--- src/rtl/wbps_pkg.sv ---
// Shared types and constants for the wildcard byte pattern scanner.
package wbps_pkg;

   localparam int MAX_PATTERN = 32;
   localparam int BYTE_W      = 8;
   localparam int IDX_W       = $clog2(MAX_PATTERN);
   localparam int LEN_W       = 6;
   localparam int ADDR_W      = 64;
   localparam int CSR_DATA_W  = 64;
   localparam int CSR_INDEX_W = 3;
   localparam int PATTERN_W   = MAX_PATTERN * BYTE_W;

   localparam logic [CSR_INDEX_W-1:0] REG_BASE_ADDRESS = 3'd0;
   localparam logic [CSR_INDEX_W-1:0] REG_PATTERN_0    = 3'd1;
   localparam logic [CSR_INDEX_W-1:0] REG_PATTERN_1    = 3'd2;
   localparam logic [CSR_INDEX_W-1:0] REG_PATTERN_2    = 3'd3;
   localparam logic [CSR_INDEX_W-1:0] REG_PATTERN_3    = 3'd4;
   localparam logic [CSR_INDEX_W-1:0] REG_WILDCARD     = 3'd5;
   localparam logic [CSR_INDEX_W-1:0] REG_LENGTH       = 3'd6;

   typedef logic [PATTERN_W-1:0] pattern_type;

   typedef struct packed {
      logic [BYTE_W-1:0] data_byte;
      logic              last_byte;
   } req_type;

   typedef struct packed {
      logic              found;
      logic [ADDR_W-1:0] match_address;
   } rsp_type;

   // Compare outcome of one item, handed from the window to the report stage.
   typedef struct packed {
      logic              match;
      logic              last;
      logic [ADDR_W-1:0] offset;
   } scan_type;

endpackage

--- src/rtl/wildcard_byte_pattern_scanner.sv ---
// Top level of the wildcard byte pattern scanner: config registers, cell chain, report stage.
//
// Scans a byte stream, one byte per item, against a pattern of up to 32 bytes in which
// wildcard bits mark positions that match anything. The first complete match of a range
// yields one result with found set and the start address (base address plus byte offset,
// modulo 2^64); a range that ends without a match, or any range with a zero pattern length,
// yields one result with found clear and address zero at its last byte. Bytes after a match
// up to the last byte give nothing. The block takes one item every clock cycle unless the
// output stalls: each byte shifts into a chain of 32 cells, each comparing its byte against
// its pattern byte in parallel, and a result passes the window, hold and output registers.
// There is no clearing pass after reset. Write the registers only while no item is in flight.
module wildcard_byte_pattern_scanner (
   input  logic                               clock,
   input  logic                               reset,
   input  logic                               req_valid,
   output logic                               req_ready,
   input  wbps_pkg::req_type                  req_payload,
   output logic                               rsp_valid,
   input  logic                               rsp_ready,
   output wbps_pkg::rsp_type                  rsp_payload,
   input  logic                               csr_write_enable,
   input  logic [wbps_pkg::CSR_INDEX_W-1:0]   csr_index,
   input  logic [wbps_pkg::CSR_DATA_W-1:0]    csr_write_data
);
   import wbps_pkg::*;

   logic [ADDR_W-1:0]      base_ff, base_in;
   pattern_type            pattern_ff, pattern_in;
   logic [MAX_PATTERN-1:0] mask_ff, mask_in;
   logic [LEN_W-1:0]       length_ff, length_in;

   logic              scan_valid_ff, scan_valid_in;
   logic              scan_last_ff, scan_last_in;
   logic [ADDR_W-1:0] seen_ff, seen_in;
   logic              clear_ff, clear_in;

   logic                   accept;
   logic                   scan_take;
   logic [LEN_W-1:0]       active_length;
   logic [BYTE_W-1:0]      chain [MAX_PATTERN];
   logic [MAX_PATTERN-1:0] hits;
   scan_type               scan_item;

   // Configuration registers
   always_comb begin
      base_in    = base_ff;
      pattern_in = pattern_ff;
      mask_in    = mask_ff;
      length_in  = length_ff;
      if (csr_write_enable) begin
         case (csr_index)
            REG_BASE_ADDRESS: base_in = csr_write_data;
            REG_PATTERN_0:    pattern_in[0*CSR_DATA_W +: CSR_DATA_W] = csr_write_data;
            REG_PATTERN_1:    pattern_in[1*CSR_DATA_W +: CSR_DATA_W] = csr_write_data;
            REG_PATTERN_2:    pattern_in[2*CSR_DATA_W +: CSR_DATA_W] = csr_write_data;
            REG_PATTERN_3:    pattern_in[3*CSR_DATA_W +: CSR_DATA_W] = csr_write_data;
            REG_WILDCARD:     mask_in = csr_write_data[MAX_PATTERN-1:0];
            REG_LENGTH:       length_in = csr_write_data[LEN_W-1:0];
            default: begin
            end
         endcase
      end
   end

   assign active_length = (length_ff > LEN_W'(MAX_PATTERN)) ? LEN_W'(MAX_PATTERN) : length_ff;

   // Window stage
   assign accept    = req_valid && req_ready;
   assign req_ready = !scan_valid_ff || scan_take;

   always_comb begin
      scan_valid_in = scan_valid_ff;
      scan_last_in  = scan_last_ff;
      seen_in       = seen_ff;
      clear_in      = clear_ff;
      if (accept) begin
         scan_valid_in = 1'b1;
         scan_last_in  = req_payload.last_byte;
         clear_in      = req_payload.last_byte;
         if (clear_ff) begin
            seen_in = ADDR_W'(1);
         end else if (seen_ff != '1) begin
            seen_in = seen_ff + ADDR_W'(1);
         end
      end else if (scan_take) begin
         scan_valid_in = 1'b0;
      end
   end

   always_ff @(posedge clock) begin
      if (reset) begin
         base_ff       <= '0;
         pattern_ff    <= '0;
         mask_ff       <= '0;
         length_ff     <= '0;
         scan_valid_ff <= 1'b0;
         seen_ff       <= '0;
         clear_ff      <= 1'b1;
      end else begin
         base_ff       <= base_in;
         pattern_ff    <= pattern_in;
         mask_ff       <= mask_in;
         length_ff     <= length_in;
         scan_valid_ff <= scan_valid_in;
         seen_ff       <= seen_in;
         clear_ff      <= clear_in;
      end
   end

   always_ff @(posedge clock) begin
      scan_last_ff <= scan_last_in;
   end

   for (genvar k = 0; k < MAX_PATTERN; k++) begin : g_cell
      logic [BYTE_W-1:0] up_byte;
      logic              clear_window;

      if (k == 0) begin : g_head
         assign up_byte      = req_payload.data_byte;
         assign clear_window = 1'b0;
      end else begin : g_body
         assign up_byte      = chain[k-1];
         assign clear_window = clear_ff;
      end

      wbps_cell u_cell (
         .clock         (clock),
         .shift_en      (accept),
         .clear_window  (clear_window),
         .up_byte       (up_byte),
         .cell_idx      (IDX_W'(k)),
         .pattern       (pattern_ff),
         .wildcard_mask (mask_ff),
         .active_length (active_length),
         .down_byte     (chain[k]),
         .hit           (hits[k])
      );
   end

   assign scan_item.match  = (&hits) && (active_length != '0)
                             && (seen_ff >= ADDR_W'(active_length));
   assign scan_item.last   = scan_last_ff;
   assign scan_item.offset = seen_ff - ADDR_W'(active_length);

   wbps_report u_report (
      .clock        (clock),
      .reset        (reset),
      .scan_valid   (scan_valid_ff),
      .scan_item    (scan_item),
      .scan_take    (scan_take),
      .base_address (base_ff),
      .rsp_valid    (rsp_valid),
      .rsp_ready    (rsp_ready),
      .rsp_payload  (rsp_payload)
   );

endmodule

--- src/rtl/wbps_cell.sv ---
// One window cell: holds a byte, passes it on, and checks it against its pattern byte.
module wbps_cell (
   input  logic                             clock,
   input  logic                             shift_en,
   input  logic                             clear_window,
   input  logic [wbps_pkg::BYTE_W-1:0]      up_byte,
   input  logic [wbps_pkg::IDX_W-1:0]       cell_idx,
   input  wbps_pkg::pattern_type            pattern,
   input  logic [wbps_pkg::MAX_PATTERN-1:0] wildcard_mask,
   input  logic [wbps_pkg::LEN_W-1:0]       active_length,
   output logic [wbps_pkg::BYTE_W-1:0]      down_byte,
   output logic                             hit
);
   import wbps_pkg::*;

   logic [BYTE_W-1:0] window_byte_ff;
   logic [BYTE_W-1:0] window_byte_in;
   logic [LEN_W-1:0]  pat_pos;
   logic [IDX_W-1:0]  pat_idx;
   logic              in_use;

   always_comb begin
      window_byte_in = window_byte_ff;
      if (shift_en) begin
         window_byte_in = clear_window ? '0 : up_byte;
      end
   end

   always_ff @(posedge clock) begin
      window_byte_ff <= window_byte_in;
   end

   // Window entry k lines up with pattern byte (length - 1 - k).
   assign pat_pos = active_length - LEN_W'(1) - LEN_W'(cell_idx);
   assign pat_idx = pat_pos[IDX_W-1:0];
   assign in_use  = LEN_W'(cell_idx) < active_length;

   assign hit = !in_use || wildcard_mask[pat_idx]
                || (window_byte_ff == pattern[pat_idx*BYTE_W +: BYTE_W]);

   assign down_byte = window_byte_ff;

endmodule

--- src/rtl/wbps_report.sv ---
// Report stage: holds the compare outcome, tracks the end of scan, drives the result register.
module wbps_report (
   input  logic                          clock,
   input  logic                          reset,
   input  logic                          scan_valid,
   input  wbps_pkg::scan_type            scan_item,
   output logic                          scan_take,
   input  logic [wbps_pkg::ADDR_W-1:0]   base_address,
   output logic                          rsp_valid,
   input  logic                          rsp_ready,
   output wbps_pkg::rsp_type             rsp_payload
);
   import wbps_pkg::*;

   logic     hold_valid_ff, hold_valid_in;
   scan_type hold_item_ff, hold_item_in;
   logic     finished_ff, finished_in;
   logic     rsp_valid_ff, rsp_valid_in;
   rsp_type  rsp_payload_ff, rsp_payload_in;
   logic     out_free;
   logic     emit;
   logic     hold_leave;

   assign out_free   = !rsp_valid_ff || rsp_ready;
   assign emit       = hold_valid_ff && !finished_ff && (hold_item_ff.match || hold_item_ff.last);
   assign hold_leave = hold_valid_ff && (!emit || out_free);
   assign scan_take  = !hold_valid_ff || hold_leave;

   always_comb begin
      hold_valid_in  = hold_valid_ff;
      hold_item_in   = hold_item_ff;
      finished_in    = finished_ff;
      rsp_valid_in   = rsp_valid_ff;
      rsp_payload_in = rsp_payload_ff;

      if (scan_take) begin
         hold_valid_in = scan_valid;
         hold_item_in  = scan_item;
      end

      // Drop bytes after the first match; the last byte rearms the scan.
      if (hold_leave) begin
         finished_in = hold_item_ff.last ? 1'b0 : (finished_ff || hold_item_ff.match);
      end

      if (emit && out_free) begin
         rsp_valid_in                 = 1'b1;
         rsp_payload_in.found         = hold_item_ff.match;
         rsp_payload_in.match_address = hold_item_ff.match
                                        ? base_address + hold_item_ff.offset : '0;
      end else if (rsp_ready) begin
         rsp_valid_in = 1'b0;
      end
   end

   always_ff @(posedge clock) begin
      if (reset) begin
         hold_valid_ff <= 1'b0;
         finished_ff   <= 1'b0;
         rsp_valid_ff  <= 1'b0;
      end else begin
         hold_valid_ff <= hold_valid_in;
         finished_ff   <= finished_in;
         rsp_valid_ff  <= rsp_valid_in;
      end
   end

   always_ff @(posedge clock) begin
      hold_item_ff   <= hold_item_in;
      rsp_payload_ff <= rsp_payload_in;
   end

   assign rsp_valid   = rsp_valid_ff;
   assign rsp_payload = rsp_payload_ff;

endmodule
--- config.mk ---
export PLATFORM = sky130hd
export DESIGN_NAME = wildcard_byte_pattern_scanner
export DESIGN_NICKNAME = d
export VERILOG_FILES = /design/src/rtl/wbps_pkg.sv /design/src/rtl/wildcard_byte_pattern_scanner.sv /design/src/rtl/wbps_cell.sv /design/src/rtl/wbps_report.sv
export SDC_FILE = /design/constraint.sdc
export NUM_CORES = 2
export LEC_CHECK = 0
export ABC_CLOCK_PERIOD_IN_PS = 23900
export BUFFER_PORTS_ARGS = -buffer_cell sky130_fd_sc_hd__buf_2
export CAP_MARGIN = 20
export CORE_UTILIZATION = 25
export CTS_CLUSTER_DIAMETER = 120
export DETAILED_ROUTE_END_ITERATION = 8
export SYNTH_ARGS = -nofsm -noshare
export SYNTH_HDL_FRONTEND = slang
export SYNTH_SLANG_ARGS = --single-unit
--- constraint.sdc ---
create_clock -name clock -period 23.9 [get_ports clock]
set_clock_uncertainty 0.1 [all_clocks]
set_input_delay 2.39 -clock clock [delete_from_list [all_inputs] [get_ports clock]]
set_output_delay 2.39 -clock clock [all_outputs]
set_load 0.02 [all_outputs]
==> results.sh <==
export IMPL_drc_errors=0
export IMPL_drv_cap=1
export IMPL_whs_endpoint="u_report.hold_item_ff[64]$_DFFE_PP_"
export IMPL_hpwl_um=235000
export IMPL_powerDensity_nw_per_um2=58.8
export IMPL_synth_ff_type="dfxtp_1"
export IMPL_pwr_share_comb_pct=18.1
export IMPL_min_period_over_period_pct=33.9
export IMPL_yosysMostFrequentCell="nand2_1"
export IMPL_clkPwrFrac_pct=40.4
export IMPL_tns_ps=0
export IMPL_cpMostUsedCell="buf_4"
export IMPL_viasPerCell=5.75
export IMPL_core_rowCount=177
export IMPL_pre_cts_ws_ps=16070
export IMPL_grt_pass1_vias=49000
export IMPL_cts_setup_buffers=0
export IMPL_synth_area_leader_cell="edfxtp_1"
export IMPL_fin_crit_ps=8100
export IMPL_hold_path_class="flop to flop"
export IMPL_post_drt_wl_per_cell_um=32.5
export IMPL_min_from="scan_last_ff$_DFFE_PP_"
export IMPL_synth_top_area_share_pct=19.8
export IMPL_violations="capacitance limit"
export IMPL_hold_viol=0
export IMPL_synth_common_cells="nand2_1, mux2i_1, a21oi_1, dfxtp_1, edfxtp_1"
export IMPL_total_power_uw=3880
export IMPL_max_freq_mhz=123
export IMPL_seq_area_frac_synth_pct=34.3
export IMPL_cp_end_kind="flop"
export IMPL_r2r_setup_slack_ps=15800
export IMPL_fin_ws_ps=15800
export IMPL_die_area_um2=238000
export IMPL_fill_cells=24600
export IMPL_finalNetCount=6293
export IMPL_cts_max_level=3
export IMPL_critPathMaxStageDelay_ps=990
export IMPL_slew_headroom_pct=1.34
export IMPL_whs_path_depth=0
export IMPL_slew_viol_final=0
export IMPL_cp_required_ps=24430
export IMPL_portBuffers=147
export IMPL_async_reset_ff_share_pct=0
export IMPL_worstPathMaxFanout=41
export IMPL_yosys_top_cells_area="edfxtp_1, dfxtp_1, mux4_2"
export IMPL_ys_warn_count=0
export IMPL_vdd_drop_max_mv=0.0546
export IMPL_worst_hold_slack_ps=325
export IMPL_start_util_pct=25.3
export IMPL_syn2layout_area_growth_pct=12.1
export IMPL_cts_root_buf="clkbuf_16"
export IMPL_rr_startpoint="length_ff[5]$_SDFFE_PP0P_"
export IMPL_path_buf_inv=7
export IMPL_core_um2=233000
export IMPL_tightest_slew_ps=1460
export IMPL_synth_area_um2=58900
export IMPL_dp_cells=9168
export IMPL_overflow=0
export IMPL_dr_total_vias=53800
export IMPL_drive_gt1_share_pct=13.3
export IMPL_worstSetupStartpointType="flop"
export IMPL_critPathKind="flop to flop"
export IMPL_path_clk_slew_ps=70
export IMPL_die_h_um=488
export IMPL_r2r_cells=22
export IMPL_p_leak_uw=0.0240
export IMPL_power_internal_uw=2650
export IMPL_dr_pass1_iters=7
export IMPL_track_usage_pct=24.8
export IMPL_ios=148
export IMPL_insertion_delay_ps=760
export IMPL_routed_wl_um=304000
export IMPL_antenna_found_initial=43
export IMPL_clock_sinks=815
export IMPL_critPathArrivalTime_ps=8630
export IMPL_drtIter0Drc=7757
export IMPL_seqPwrFrac_pct=41.6
export IMPL_grt_setup_unrepaired="false"
export IMPL_cp_num_cells=22
export IMPL_cp_cell_sequence="buf_4, nand2b_4, inv_2, buf_4, ha_4, inv_2, ha_2, buf_4, nand2b_1, a211oi_4, nor2_1, buf_4, nor2_4, buf_4, mux2_2, xor2_1, nor4_1, a31oi_1, o41ai_1, nand4_1, nor4_1, and4_1"
export IMPL_syn_area_per_cell_um2=9.48
export IMPL_r2r_end="u_report.hold_item_ff[65]$_DFFE_PP_"
export IMPL_p_switching_uw=1240
export IMPL_outcome="complete, but fails checks"
export IMPL_critPathSlowestCell="o41ai_1"
export IMPL_cts_tree="built"
export IMPL_grt_start_max_net_pins=176
export IMPL_cts_hold_buf=0
export IMPL_detail_route_antenna_nets=0
export IMPL_synth_distinct_cells=107
export IMPL_gp_congestion=1.14
export IMPL_setup_violations=0
export IMPL_switching_share_pct=31.8
export IMPL_clock_path_buffers=3
export IMPL_cts_resized=0
export IMPL_final_cells=9347
export IMPL_cts_buffers=91
export IMPL_syn_inst=6216
export IMPL_grt_pass1_wl_um=412000
export IMPL_synthesis_nets=6379
export IMPL_die_w_um=488
export IMPL_crit_family="simple AND/OR/NAND/NOR gates"
export IMPL_synth_edf_count=388
export IMPL_ys_seq_elements=815
routing by layer:
layer | up-vias | part of all wire (%) | GRT usage, %
li1 | 22600 | - | -
met1 | 26900 | 41 | 34.2
met2 | 3566 | 40 | 34.3
met3 | 668 | 12 | 6.80
met4 | 24 | 6.6 | 14.0
met5 | - | 0.078 | 0
kinds of logic (layout without fill, tap and decap cells):
family	after synthesis	after routing	share of synthesized area, %
xor+xnor	607	607	9.06
other cells	0	11	0
simple gates	2065	2065	16.9
buf+inv	518	506	3.99
fa+ha+maj	82	82	1.77
mux	873	873	20.3
compound gates	1256	1256	13.7
flops	815	815	34.3
cell type report:
class                      count  area, um^2  share of cell area (%)
timing repair buffer         269        1700                    2.58
sequential                   815       20200                    30.6
tap                         3132        3920                    5.93
multi-input combinational   4883       36700                    55.5
antenna                       11        27.5                  0.0417
clock inverter                57         719                    1.09
inverter                      70         268                   0.405
clock buffer                 110        2540                    3.84
power by group through the flow:
stage / Clock (uW) / Combinational [uW] / Sequential, uW
detailed placement: 0 / 680 / 1640
CTS: 1590 / 683 / 1610
global route: 1640 / 729 / 1610
global placement: 0 / 680 / 1640
finish: 1570 / 702 / 1610
floorplan: 0 / 439 / 1590
through the flow:
step | area (um^2) | util (%)
finish | 66100 | 28.3
global route | 66000 | 28.3
CTS | 66000 | 28.3
detailed placement | 62800 | 26.9
global placement | 62700 | 26.9
floorplan | 58900 | -
placed cells by master (no fill, tap or decap), types with 48 or more instances in the layout:
cell / netlist / routed
nor4_1: 70 / 67
mux4_2: 253 / 253
a21o_1: 57 / 56
buf_4: 34 / 116
nand3_1: 100 / 97
mux2i_1: 569 / 569
edfxtp_1: 388 / 388
and2_1: 82 / 80
mux2_2: 48 / 48
dfxtp_1: 427 / 423
and3_1: 50 / 49
xnor2_1: 279 / 278
nor2b_1: 278 / 277
nand2_1: 962 / 959
a21oi_1: 515 / 515
inv_1: 57 / 55
o21ai_0: 141 / 139
xor2_1: 326 / 326
o22ai_1: 54 / 54
buf_2: 116 / 148
nor2_1: 206 / 203
ha_1: 80 / 77
nor3_1: 72 / 70
nand4_1: 77 / 77
a211oi_1: 56 / 56
clkbuf_16: 0 / 97
flip-flops by register name (all words and copies together) (netlist names), 6 cells and up:
name                     count
g_cell.u_cell.down_byte    256
length_ff                    6
seen_ff                     64
u_report.rsp_payload        65
u_report.hold_item_ff       66
base_ff                     64
pattern_ff                 256
mask_ff                     32
worst max path at each step:
stage	startpoint	to	slack, ps
final	length_ff[5]$_SDFFE_PP0P_	u_report.hold_item_ff[65]$_DFFE_PP_	15800
after global routing	length_ff[5]$_SDFFE_PP0P_	u_report.hold_item_ff[65]$_DFFE_PP_	15670
after CTS	length_ff[5]$_SDFFE_PP0P_	u_report.hold_item_ff[65]$_DFFE_PP_	16080
after detailed placement	length_ff[5]$_SDFFE_PP0P_	u_report.hold_item_ff[65]$_DFFE_PP_	16070
after global placement	length_ff[5]$_SDFFE_PP0P_	u_report.hold_item_ff[65]$_DFFE_PP_	15780
after floorplan	rsp_ready	seen_ff[59]$_SDFFE_PP0P_	13210
(Power assumes the default switching activity.)
